[src/sv/qat_pkg.sv]
// Package for the quoted argument tokenizer.
// Holds the character codes, result kinds and the result record type.
// Depends on nothing.
`timescale 1ns / 1ps

package qat_pkg;

   localparam int LINE_LENGTH_DEFAULT = 64;

   localparam int CH_W    = 8;
   localparam int IDX_W   = 4;
   localparam int FPOS_W  = 6;
   localparam int KIND_W  = 2;
   localparam int TDATA_W = 24;

   localparam logic [FPOS_W-1:0] FPOS_MAX = 6'd63;
   localparam logic [IDX_W-1:0]  MAX_ARGS_RESET = 4'd8;

   localparam logic [CH_W-1:0] CH_NUL   = 8'h00;
   localparam logic [CH_W-1:0] CH_SPACE = 8'h20;
   localparam logic [CH_W-1:0] CH_DQ    = 8'h22;
   localparam logic [CH_W-1:0] CH_SQ    = 8'h27;

   localparam logic [KIND_W-1:0] KIND_ARG = 2'd0;
   localparam logic [KIND_W-1:0] KIND_CUT = 2'd1;
   localparam logic [KIND_W-1:0] KIND_END = 2'd2;

   typedef struct packed {
      logic                has_arg;
      logic                has_end;
      logic [KIND_W-1:0]   kind;
      logic [IDX_W-1:0]    arg_index;
      logic [FPOS_W-1:0]   arg_start;
      logic [FPOS_W-1:0]   arg_length;
      logic [IDX_W-1:0]    arg_count;
      logic                overflow;
   } qat_rec_type;

endpackage

[src/sv/qat_core.sv]
// Line state of the tokenizer and the result record for each character.
// Depends on qat_pkg.
`timescale 1ns / 1ps

module qat_core #(
   parameter int LINE_LENGTH = qat_pkg::LINE_LENGTH_DEFAULT
) (
   input  logic                            clock,
   input  logic                            reset,
   input  logic                            csr_wen,
   input  logic [qat_pkg::IDX_W-1:0]       csr_wdata,
   input  logic                            in_fire,
   input  logic [qat_pkg::CH_W-1:0]        ch,
   output logic                            push,
   output qat_pkg::qat_rec_type            rec
);
   import qat_pkg::*;

   localparam int POS_W = $clog2(LINE_LENGTH + 1);
   localparam int SP_W  = $clog2(LINE_LENGTH);
   localparam int EXT_W = SP_W + 7;
   localparam logic [POS_W-1:0] POS_FULL = POS_W'(LINE_LENGTH);
   localparam logic [SP_W-1:0]  POS_LAST = SP_W'(LINE_LENGTH - 1);

   typedef enum logic [1:0] {MODE_BETWEEN, MODE_BARE, MODE_DQ, MODE_SQ} mode_type;

   mode_type          mode_ff, mode_in;
   logic [POS_W-1:0]  position_ff, position_in;
   logic [IDX_W-1:0]  count_ff, count_in;
   logic [SP_W-1:0]   start_ff, start_in;
   logic              ovf_ff, ovf_in;
   logic [IDX_W-1:0]  max_args_ff;
   logic [SP_W-1:0]   p_now;
   logic [SP_W-1:0]   p_next;
   logic [SP_W-1:0]   len_raw;
   logic              close_arg;

   function automatic logic [SP_W-1:0] clip_pos(input logic [POS_W-1:0] x);
      return (x == POS_FULL) ? POS_LAST : SP_W'(x);
   endfunction

   function automatic logic [FPOS_W-1:0] sat_field(input logic [SP_W-1:0] x);
      logic [EXT_W-1:0] e;
      e = EXT_W'(x);
      return (e > EXT_W'(FPOS_MAX)) ? FPOS_MAX : e[FPOS_W-1:0];
   endfunction

   always_comb begin
      p_now       = clip_pos(position_ff);
      position_in = (position_ff == POS_FULL) ? position_ff : position_ff + POS_W'(1);
      p_next      = clip_pos(position_in);
      len_raw     = (p_now >= start_ff) ? p_now - start_ff : '0;
      mode_in     = mode_ff;
      count_in    = count_ff;
      start_in    = start_ff;
      ovf_in      = ovf_ff | (position_ff == POS_FULL);
      close_arg   = 1'b0;
      rec            = '0;
      rec.kind       = KIND_ARG;
      rec.arg_index  = count_ff - IDX_W'(1);
      rec.arg_start  = sat_field(start_ff);
      rec.arg_length = sat_field(len_raw);
      rec.arg_count  = count_ff;
      rec.overflow   = ovf_ff;
      if (ch == CH_NUL) begin
         rec.has_end = 1'b1;
         rec.has_arg = (mode_ff != MODE_BETWEEN);
         rec.kind    = (mode_ff == MODE_BARE) ? KIND_ARG : KIND_CUT;
         mode_in     = MODE_BETWEEN;
         position_in = '0;
         count_in    = '0;
         start_in    = '0;
         ovf_in      = 1'b0;
      end else begin
         rec.overflow = ovf_in;
         unique case (mode_ff)
            MODE_BETWEEN: begin
               if (!(count_ff >= max_args_ff || ch == CH_SPACE)) begin
                  if (ch == CH_DQ || ch == CH_SQ) begin
                     mode_in  = (ch == CH_DQ) ? MODE_DQ : MODE_SQ;
                     start_in = p_next;
                  end else begin
                     mode_in  = MODE_BARE;
                     start_in = p_now;
                  end
                  count_in = count_ff + IDX_W'(1);
               end
            end
            MODE_BARE: close_arg = (ch == CH_SPACE);
            MODE_DQ:   close_arg = (ch == CH_DQ);
            MODE_SQ:   close_arg = (ch == CH_SQ);
            default:   close_arg = 1'b0;
         endcase
         if (close_arg) begin
            rec.has_arg = 1'b1;
            mode_in     = MODE_BETWEEN;
         end
      end
      push = in_fire && (rec.has_arg || rec.has_end);
   end

   always_ff @(posedge clock) begin
      if (reset) begin
         mode_ff     <= MODE_BETWEEN;
         position_ff <= '0;
         count_ff    <= '0;
         start_ff    <= '0;
         ovf_ff      <= 1'b0;
         max_args_ff <= MAX_ARGS_RESET;
      end else begin
         if (in_fire) begin
            mode_ff     <= mode_in;
            position_ff <= position_in;
            count_ff    <= count_in;
            start_ff    <= start_in;
            ovf_ff      <= ovf_in;
         end
         if (csr_wen) begin
            max_args_ff <= csr_wdata;
         end
      end
   end

endmodule

[src/sv/qat_outq.sv]
// Two-record result queue that serializes each record into one or two
// result transfers. Depends on qat_pkg.
`timescale 1ns / 1ps

module qat_outq (
   input  logic                          clock,
   input  logic                          reset,
   input  logic                          push,
   input  qat_pkg::qat_rec_type          rec_in,
   output logic                          full,
   output logic                          rsp_tvalid,
   input  logic                          rsp_tready,
   output logic [qat_pkg::TDATA_W-1:0]   rsp_tdata,
   output logic [qat_pkg::KIND_W-1:0]    rsp_tuser,
   output logic                          rsp_tlast
);
   import qat_pkg::*;

   qat_rec_type  slot_ff [2];
   logic [1:0]   cnt_ff, cnt_in;
   logic         wr_ptr_ff, rd_ptr_ff, phase_ff;
   qat_rec_type  head;
   logic         show_arg;
   logic         fire, pop;

   always_comb begin
      head       = slot_ff[rd_ptr_ff];
      show_arg   = head.has_arg && !phase_ff;
      rsp_tvalid = (cnt_ff != 2'd0);
      full       = (cnt_ff == 2'd2);
      rsp_tlast  = !show_arg || !head.has_end;
      fire       = rsp_tvalid && rsp_tready;
      pop        = fire && rsp_tlast;
      cnt_in     = cnt_ff + {1'b0, push} - {1'b0, pop};
      rsp_tdata  = '0;
      rsp_tdata[19:16] = head.arg_count;
      rsp_tdata[20]    = head.overflow;
      if (show_arg) begin
         rsp_tuser        = head.kind;
         rsp_tdata[3:0]   = head.arg_index;
         rsp_tdata[9:4]   = head.arg_start;
         rsp_tdata[15:10] = head.arg_length;
      end else begin
         rsp_tuser = KIND_END;
      end
   end

   always_ff @(posedge clock) begin
      if (reset) begin
         cnt_ff    <= '0;
         wr_ptr_ff <= 1'b0;
         rd_ptr_ff <= 1'b0;
         phase_ff  <= 1'b0;
      end else begin
         cnt_ff <= cnt_in;
         if (push) begin
            wr_ptr_ff <= !wr_ptr_ff;
         end
         if (pop) begin
            rd_ptr_ff <= !rd_ptr_ff;
            phase_ff  <= 1'b0;
         end else if (fire) begin
            phase_ff <= 1'b1;
         end
      end
   end

   always_ff @(posedge clock) begin
      if (push) begin
         slot_ff[wr_ptr_ff] <= rec_in;
      end
   end

endmodule

[src/sv/quoted_argument_tokenizer_unit.sv]
// Quoted argument tokenizer: splits a command line, one character per
// transfer, into arguments with index, start and length.
//
// Input channel req_*: one character per transfer in req_tdata; a zero byte
// ends the line. Result channel rsp_*: one result per transfer, rsp_tuser
// gives its kind (argument closed, argument cut inside quotes, line end) and
// rsp_tlast marks the last result caused by one character.
// Configuration: csr_wen writes csr_wdata into max_arguments; write it only
// while the block is idle.
// Throughput: one character per cycle while the result queue is not full. A
// character that closes an argument or ends the line places a record in a
// two-entry result queue; the record is registered before its result is
// shown. A line end with an open argument gives two results, so the result
// port sets the rate when such records follow one another.
// When the receiver stalls, the queue holds up to two records and req_tready
// falls while it is full.
// Reset clears the line state and the queue and sets max_arguments to 8.
`timescale 1ns / 1ps

module quoted_argument_tokenizer_unit #(
   parameter int LINE_LENGTH = qat_pkg::LINE_LENGTH_DEFAULT
) (
   input  logic                          clock,
   input  logic                          reset,
   input  logic                          csr_wen,
   input  logic [qat_pkg::IDX_W-1:0]     csr_wdata,   // max_arguments
   input  logic                          req_tvalid,
   output logic                          req_tready,
   input  logic [qat_pkg::CH_W-1:0]      req_tdata,   // ch
   output logic                          rsp_tvalid,
   input  logic                          rsp_tready,
   // arg_index, arg_start, arg_length, arg_count, overflow, zero fill
   output logic [qat_pkg::TDATA_W-1:0]   rsp_tdata,
   output logic [qat_pkg::KIND_W-1:0]    rsp_tuser,   // kind
   output logic                          rsp_tlast    // last
);
   import qat_pkg::*;

   qat_rec_type rec;
   logic        push;
   logic        full;
   logic        in_fire;

   assign req_tready = !full;
   assign in_fire    = req_tvalid && req_tready;

   qat_core #(
      .LINE_LENGTH (LINE_LENGTH)
   ) u_core (
      .clock     (clock),
      .reset     (reset),
      .csr_wen   (csr_wen),
      .csr_wdata (csr_wdata),
      .in_fire   (in_fire),
      .ch        (req_tdata),
      .push      (push),
      .rec       (rec)
   );

   qat_outq u_outq (
      .clock      (clock),
      .reset      (reset),
      .push       (push),
      .rec_in     (rec),
      .full       (full),
      .rsp_tvalid (rsp_tvalid),
      .rsp_tready (rsp_tready),
      .rsp_tdata  (rsp_tdata),
      .rsp_tuser  (rsp_tuser),
      .rsp_tlast  (rsp_tlast)
   );

endmodule

[config.mk]
export PLATFORM = sky130hd
export DESIGN_NAME = quoted_argument_tokenizer_unit
export DESIGN_NICKNAME = d
export VERILOG_FILES = /design/src/sv/qat_pkg.sv /design/src/sv/qat_core.sv /design/src/sv/qat_outq.sv /design/src/sv/quoted_argument_tokenizer_unit.sv
export SDC_FILE = /design/constraint.sdc
export NUM_CORES = 1
export LEC_CHECK = 0
export ABC_AREA = 1
export BUFFER_PORTS_ARGS = -buffer_cell sky130_fd_sc_hd__buf_2
export CORE_UTILIZATION = 23
export DETAILED_ROUTE_END_ITERATION = 8
export SYNTH_ARGS = -nofsm -noshare
export SYNTH_HDL_FRONTEND = slang
export SYNTH_SLANG_ARGS = --single-unit
[constraint.sdc]
create_clock -name clock -period 2.7 [get_ports clock]
set_clock_uncertainty 0.2 [all_clocks]
set_input_delay 0.405 -clock clock [delete_from_list [all_inputs] [get_ports clock]]
set_output_delay 0.405 -clock clock [all_outputs]
set_load 0.005 [all_outputs]
======== Yosys cells after proc, flatten, opt, wreduce, memory -nomap -nowiden ========
Memory sizes are Yosys's and may differ from the RTL's. A register that Yosys moved wholly into a read port is not among the register bits.
Index checks and enable logic that the tools add are counted.
storage, ports and cells
  bits of input ports ..................... 17
  bits in writable memories ............... 50
  latch bits .............................. 0
  memories kept ........................... 1
  register bits ........................... 29
  bits in read-only memories .............. 0
  word-level logic and storage cells ...... 87
memories
  name            depth  bits a word  read ports  clocked after Yosys merged registers in  wr ports  line            text
  u_outq.slot_ff  2      25           1           1                                        1         qat_outq.sv:19  qat_rec_type slot_ff [2];
cells by class
  mux-type cells .......................... 32
  multipliers ............................. 0
  shift operators ......................... 0
  eq/ne operators ......................... 11
  reductions and logical operators ........ 24
  $add $sub $neg .......................... 6
  div/mod/pow operators ................... 0
  $lt $le $gt $ge ......................... 2
  bitwise logic cells ..................... 1
operators with widths
  cell                 number
  $mux 6               7
  $eq 8x6->1 const B   3
  $mux 16              1
  $eq 7x7->1 const B   2
  $mux 7               2
  $mux 2               6
  $mux 4               3
  $mux 1               11
  $logic_not 8->1      1
  $add 7x1->7 const B  1
  $eq 2x2->1 const B   3
  $ge 6x6->1           1
  $logic_not 1->1      6
  $reduce_and 3->1     2
  $reduce_bool 2->1    3
  $sub 6x6->6          1
  $logic_and 1x1->1    5
  $add 4x1->4 const B  1
  $ge 4x4->1           1
  $logic_or 1x1->1     4
  $sub 4x1->4 const B  1
  $mux 3               1
  $ne 3x2->1 const B   1
  $pmux 1 s3           1
  other kinds (8)      8

======== Longest topological paths before layout ========
  depth after elaboration ................. 9
  mapped depth ............................ 16
  depth with buffers taken out ............ 16

======== By module ========
From an unflattened synthesis, not the netlist that was laid out.
second synthesis, totals
  cell total of the unflattened synthesis .. 489
  area, all modules ....................... 4141.5 sq um
by module, submodules not included
  module                          area an instance (sq um)  cells an instance  times used  sequential area each (sq um)
  qat_outq                        2227.1                    176                1           1621.6
  qat_core                        1900.6                    310                1           480.5
  quoted_argument_tokenizer_unit  13.8                      3                  1           0.0

======== Worst setup path before layout ========
Ideal clock, no wire load.
  kind .................................... in2reg
  start point ............................. input req_tdata[3] (netlist name)
  end point ............................... memory u_outq.slot_ff[0][0] (netlist name) (enable)
  required time ........................... 2.095 ns
  path slack .............................. -0.088 ns
  stages on the path ...................... 7
  setup time .............................. 0.405 ns
  arrival time ............................ 2.183 ns
  cells stage by stage .................... nor2_1 > nand2_1 > nor2_1 > nand2_1 > nand2_1 > o21ai_2 > nor2_1
on the way
  longest elaborated chain between the ends .. 9
  elaborated cells on any way between the ends .. 13
RTL lines
  what                              line                                            text
  start, declared                   quoted_argument_tokenizer_unit.sv:29            input logic [qat_pkg::CH_W-1:0] req_tdata,
  $eq 8x6->1 (on tied branches)     qat_core.sv:91, qat_core.sv:89, qat_core.sv:90
  $pmux 1 s3                        qat_core.sv:76                                  unique case (mode_ff)
  $mux 1                            qat_core.sv:65                                  if (ch == CH_NUL) begin
  $mux 1                            qat_core.sv:94                                  if (close_arg) begin
  $mux 1                            qat_core.sv:65
  $logic_or 1x1->1 (*)              qat_core.sv:99                                  push = in_fire && (rec.has_arg || rec.has_end);
  $logic_and 1x1->1 (*)             qat_core.sv:99
  $mux 1 (*)                        qat_outq.sv:69                                  if (push) begin
  $mux 1 (not written as such) (*)  qat_outq.sv:70                                  slot_ff[wr_ptr_ff] <= rec_in;
  end, declared                     qat_outq.sv:19
Every way passes the cells marked *; elsewhere a longest branch is shown, timed or not. The select of a mux whose other input is x is not followed.

==> results.yml <==
power_and_ir_drop:
  p_per_area_mw_per_mm2: 576.0
  p_total_uw: 2819
  ir_drop_uv: 277.5
  p_leak_uw: 0.002022
floorplan:
  die_w_um: 134.0
  pin_count: 46
  start_util_pct: 23.84
  rows: 47
  die-height_um: 134.0
  core-area_mm2: 0.01682
  dieArea_mm2: 0.01797
clock_tree:
  tritoncts: "done"
  clock-sinks: 78
  htree_num_levels: 3
  cts_buffers: 9
  insertion_delay_ps: 330
  clock-root-buffer: "clkbuf_16"
  hold_buffers: 0
  cts_setup_buffers: 0
  clk_pin_slew_ps: 60
  cts.path.max_buffers: 2
worst_setup_path:
  required_ps: 2580
  critPathCapture: "u_outq.slot_ff[0][10]$_DFFE_PP_"
  cp_slowest_stage_delay_ps: 330
  crit_chain: "inv_1, ha_1, nand2_1, inv_1, nand3_2, inv_1, or2_2, ha_4, a21oi_1, nand2_1, nand2_1, nand2_1, a21oi_2, xor2_1, nor2_1"
  end_kind: "flip-flop"
  startpoint: "u_core.position_ff[0]$_SDFFE_PP0P_"
  path_class: "flip-flop to flip-flop"
  worst-r2r-cell-count: 15
  start_kind: "flip-flop"
  cp_max_fo: 4
  r2r_slack_ps: 120
  cp_common_cell: "nand2_1"
  cpMaxStageDelayCell: "dfxtp_1"
  rr_endpoint: "u_outq.slot_ff[0][10]$_DFFE_PP_"
  cp.arrival_ps: 2460
  r2r_start: "u_core.position_ff[0]$_SDFFE_PP0P_"
cells_and_area:
  drive_gt1_share_pct: 21.14
  antenna_cells: 0
  num-fill-cells: 1805
  syn_to_final_growth_pct: 22.03
  finish.net_count: 555
global_route:
  grt_antenna_before_repair: 0
  grt_usage_pct: 9.970
  grt-ovfl-total: 0
  grt_pass1_wl_um: 14070
  grt_max_degree: 25
  grt_pass1_vias: 2879
placed_design:
  dpl.hpwl_um: 5966
  port_buffers: 42
  finalWeightedCongestion: 0.8310
yosys:
  synth_area_per_cell_um2: 8.569
  yosysTopAreaCellShare_pct: 35.94
  synth_area_leaders: "edfxtp_1 36%, dfxtp_1 15%, nand2_1 11%, a21oi_1 5.7%, ha_1 5.3%"
  yosysSeqAreaShare_pct: 50.92
  synth-edff-count: 48
  yosys.area.top_type: "edfxtp_1"
  synth_area_mm2: 0.004010
  syn_inst: 468
  synthArstFlopShare_pct: 0
  ys_types: 39
  synth_warnings: 0
  ys.flop_type: "edfxtp_1"
  synth_seq_cells: 78
timing:
  final_hold_viol_count: 0
  setup_viol: 0
  fmax_mhz: 388.1
  period_share_pct: 95.44
  setup_tns_ps: 0
  drv_slew: 0
  finalCriticalPeriod_ps: 2577
route:
  viasPerCell: 4.109
  vias: 3061
  drcViolationCount: 0
  ant_nets: 0
  dr.pass1.iters: 4
  drt_iter0_drc: 190
  wirelength_um: 8436
  wl_per_cell_um: 11.32
min_path:
  whs_path_depth: 3
  min_path_type: "primary input to flip-flop"
run_status:
  status: "finished clean"
flow_run:
  maxCapViolations: 0
[placed cells by master (no fill, tap or decap), types with 3 or more instances in the layout]
master / instances
clkbuf_16: 9
xor2_1: 5
or2_2: 3
a21oi_1: 44
inv_2: 6
nand3_1: 20
buf_2: 42
o21ai_0: 10
nor3_1: 5
nor2_1: 52
buf_4: 8
o21ai_1: 3
a21oi_2: 3
nand2_2: 8
inv_1: 47
ha_1: 14
nand3b_1: 3
nand4_1: 4
dfxtp_1: 30
conb_1: 3
nor2_2: 9
edfxtp_1: 48
nand2_1: 119
[worst min-delay path by stage]
stage	from	end	slack, ps
6_report	csr_wdata[3]	u_core.max_args_ff[3]$_SDFFE_PP1P_	90
5_1_grt	csr_wdata[3]	u_core.max_args_ff[3]$_SDFFE_PP1P_	100
2_1_floorplan	u_core.max_args_ff[1]$_SDFFE_PP0P_	u_core.max_args_ff[1]$_SDFFE_PP0P_	230
3_3_place_gp	u_core.max_args_ff[1]$_SDFFE_PP0P_	u_core.max_args_ff[1]$_SDFFE_PP0P_	250
3_5_place_dp	u_core.max_args_ff[1]$_SDFFE_PP0P_	u_core.max_args_ff[1]$_SDFFE_PP0P_	260
4_1_cts	csr_wdata[3]	u_core.max_args_ff[3]$_SDFFE_PP1P_	80
[per-stage QoR]
step	hold slack, ps	setup WS [ps]	util [%]	instance area [µm²]	std cells
after floorplan	232.6	96.37	-	4020	470
after global placement	254.9	85.86	26.90	4524	729
after detailed placement	256.0	41.58	26.90	4524	729
after CTS	83.93	20.73	28.82	4847	745
after global routing	97.44	-53.01	29.10	4893	745
final	91.84	123.1	29.10	4893	745
[per-layer routing]
metal	global-route usage, %	share of wire (%)	wire [µm]	up-vias
li1	-	-	-	1631
met1	13.05	49	4155	1359
met2	15.43	45	3783	62
met3	2.910	4.5	382	9
met4	3.870	1.4	114	0
met5	0	0	0	-
[sequential cells by signal, summed over array words and instances (netlist names), named ones only]
name / flops
u_outq.wr_ptr_ff: 1
u_outq.rd_ptr_ff: 1
u_core.count_ff: 4
u_outq.phase_ff: 1
u_core.max_args_ff: 4
u_core.ovf_ff: 1
u_outq.slot_ff: 48
u_core.start_ff: 6
u_core.position_ff: 7
u_core.mode_ff: 2
u_outq.cnt_ff: 2
[report_power, final]
part	leakage [µW]	internal [µW]	switching, µW
clock	0.000154	818	484
combinational	0.00122	82.2	134
sequential	0.000653	1280	15.5
[cells by family (layout without fill, tap and decap cells)]
family	after synthesis	in the layout	synth area share [%]
other cells	1	3	0.09351
flops	78	78	50.92
simple gates	233	233	25.93
compound gates	66	66	8.955
buf+inv	66	121	6.989
fa+ha+maj	18	18	5.803
xor+xnor	6	6	1.310
[critical path: cells and delay by family (launching register included)]
family                     cells  cell delay [ps]
adders and majority gates      2              430
and+or+nand+nor                7              760
AOI/OAI and AO/OA              2              300
DFF                            1              330
xor gates and xnor gates       1              150
buffers and inverters          3              150
[area by class of cell]
type | instances | area, µm² | share of cell area, %
clock inverters | 6 | 93.84 | 1.918
well taps | 220 | 275.3 | 5.625
repair buffers | 52 | 310.3 | 6.341
multi-input cells | 326 | 1744 | 35.64
clock buffers | 10 | 229.0 | 4.679
inverters | 53 | 198.9 | 4.065
flip-flops and latches | 78 | 2042 | 41.73
[Yosys cell counts, types with 2 or more instances]
| cell type | instances |
|---|---|
| nand2_1 | 119 |
| nor2_4 | 2 |
| o21ai_0 | 12 |
| nor3_1 | 5 |
| clkbuf_1 | 5 |
| dfxtp_1 | 30 |
| nor2_2 | 6 |
| nand2_2 | 8 |
| buf_4 | 4 |
| nand3b_1 | 3 |
| buf_2 | 2 |
| xor2_1 | 5 |
| inv_2 | 5 |
| a21oi_1 | 46 |
| nand3_1 | 20 |
| o21ai_1 | 2 |
| buf_6 | 2 |
| or2_2 | 3 |
| edfxtp_1 | 48 |
| nor2_1 | 55 |
| inv_1 | 48 |
| nand2_4 | 2 |
| ha_1 | 17 |
| nand4_1 | 4 |
[repair_timing]
action                                 in CTS  in global routing
setup endpoints to repair                   0                 12
gates resized for setup                     0                 12
endpoints found under the hold margin       0                  0
No activity file was read; power rests on OpenSTA's default activity.
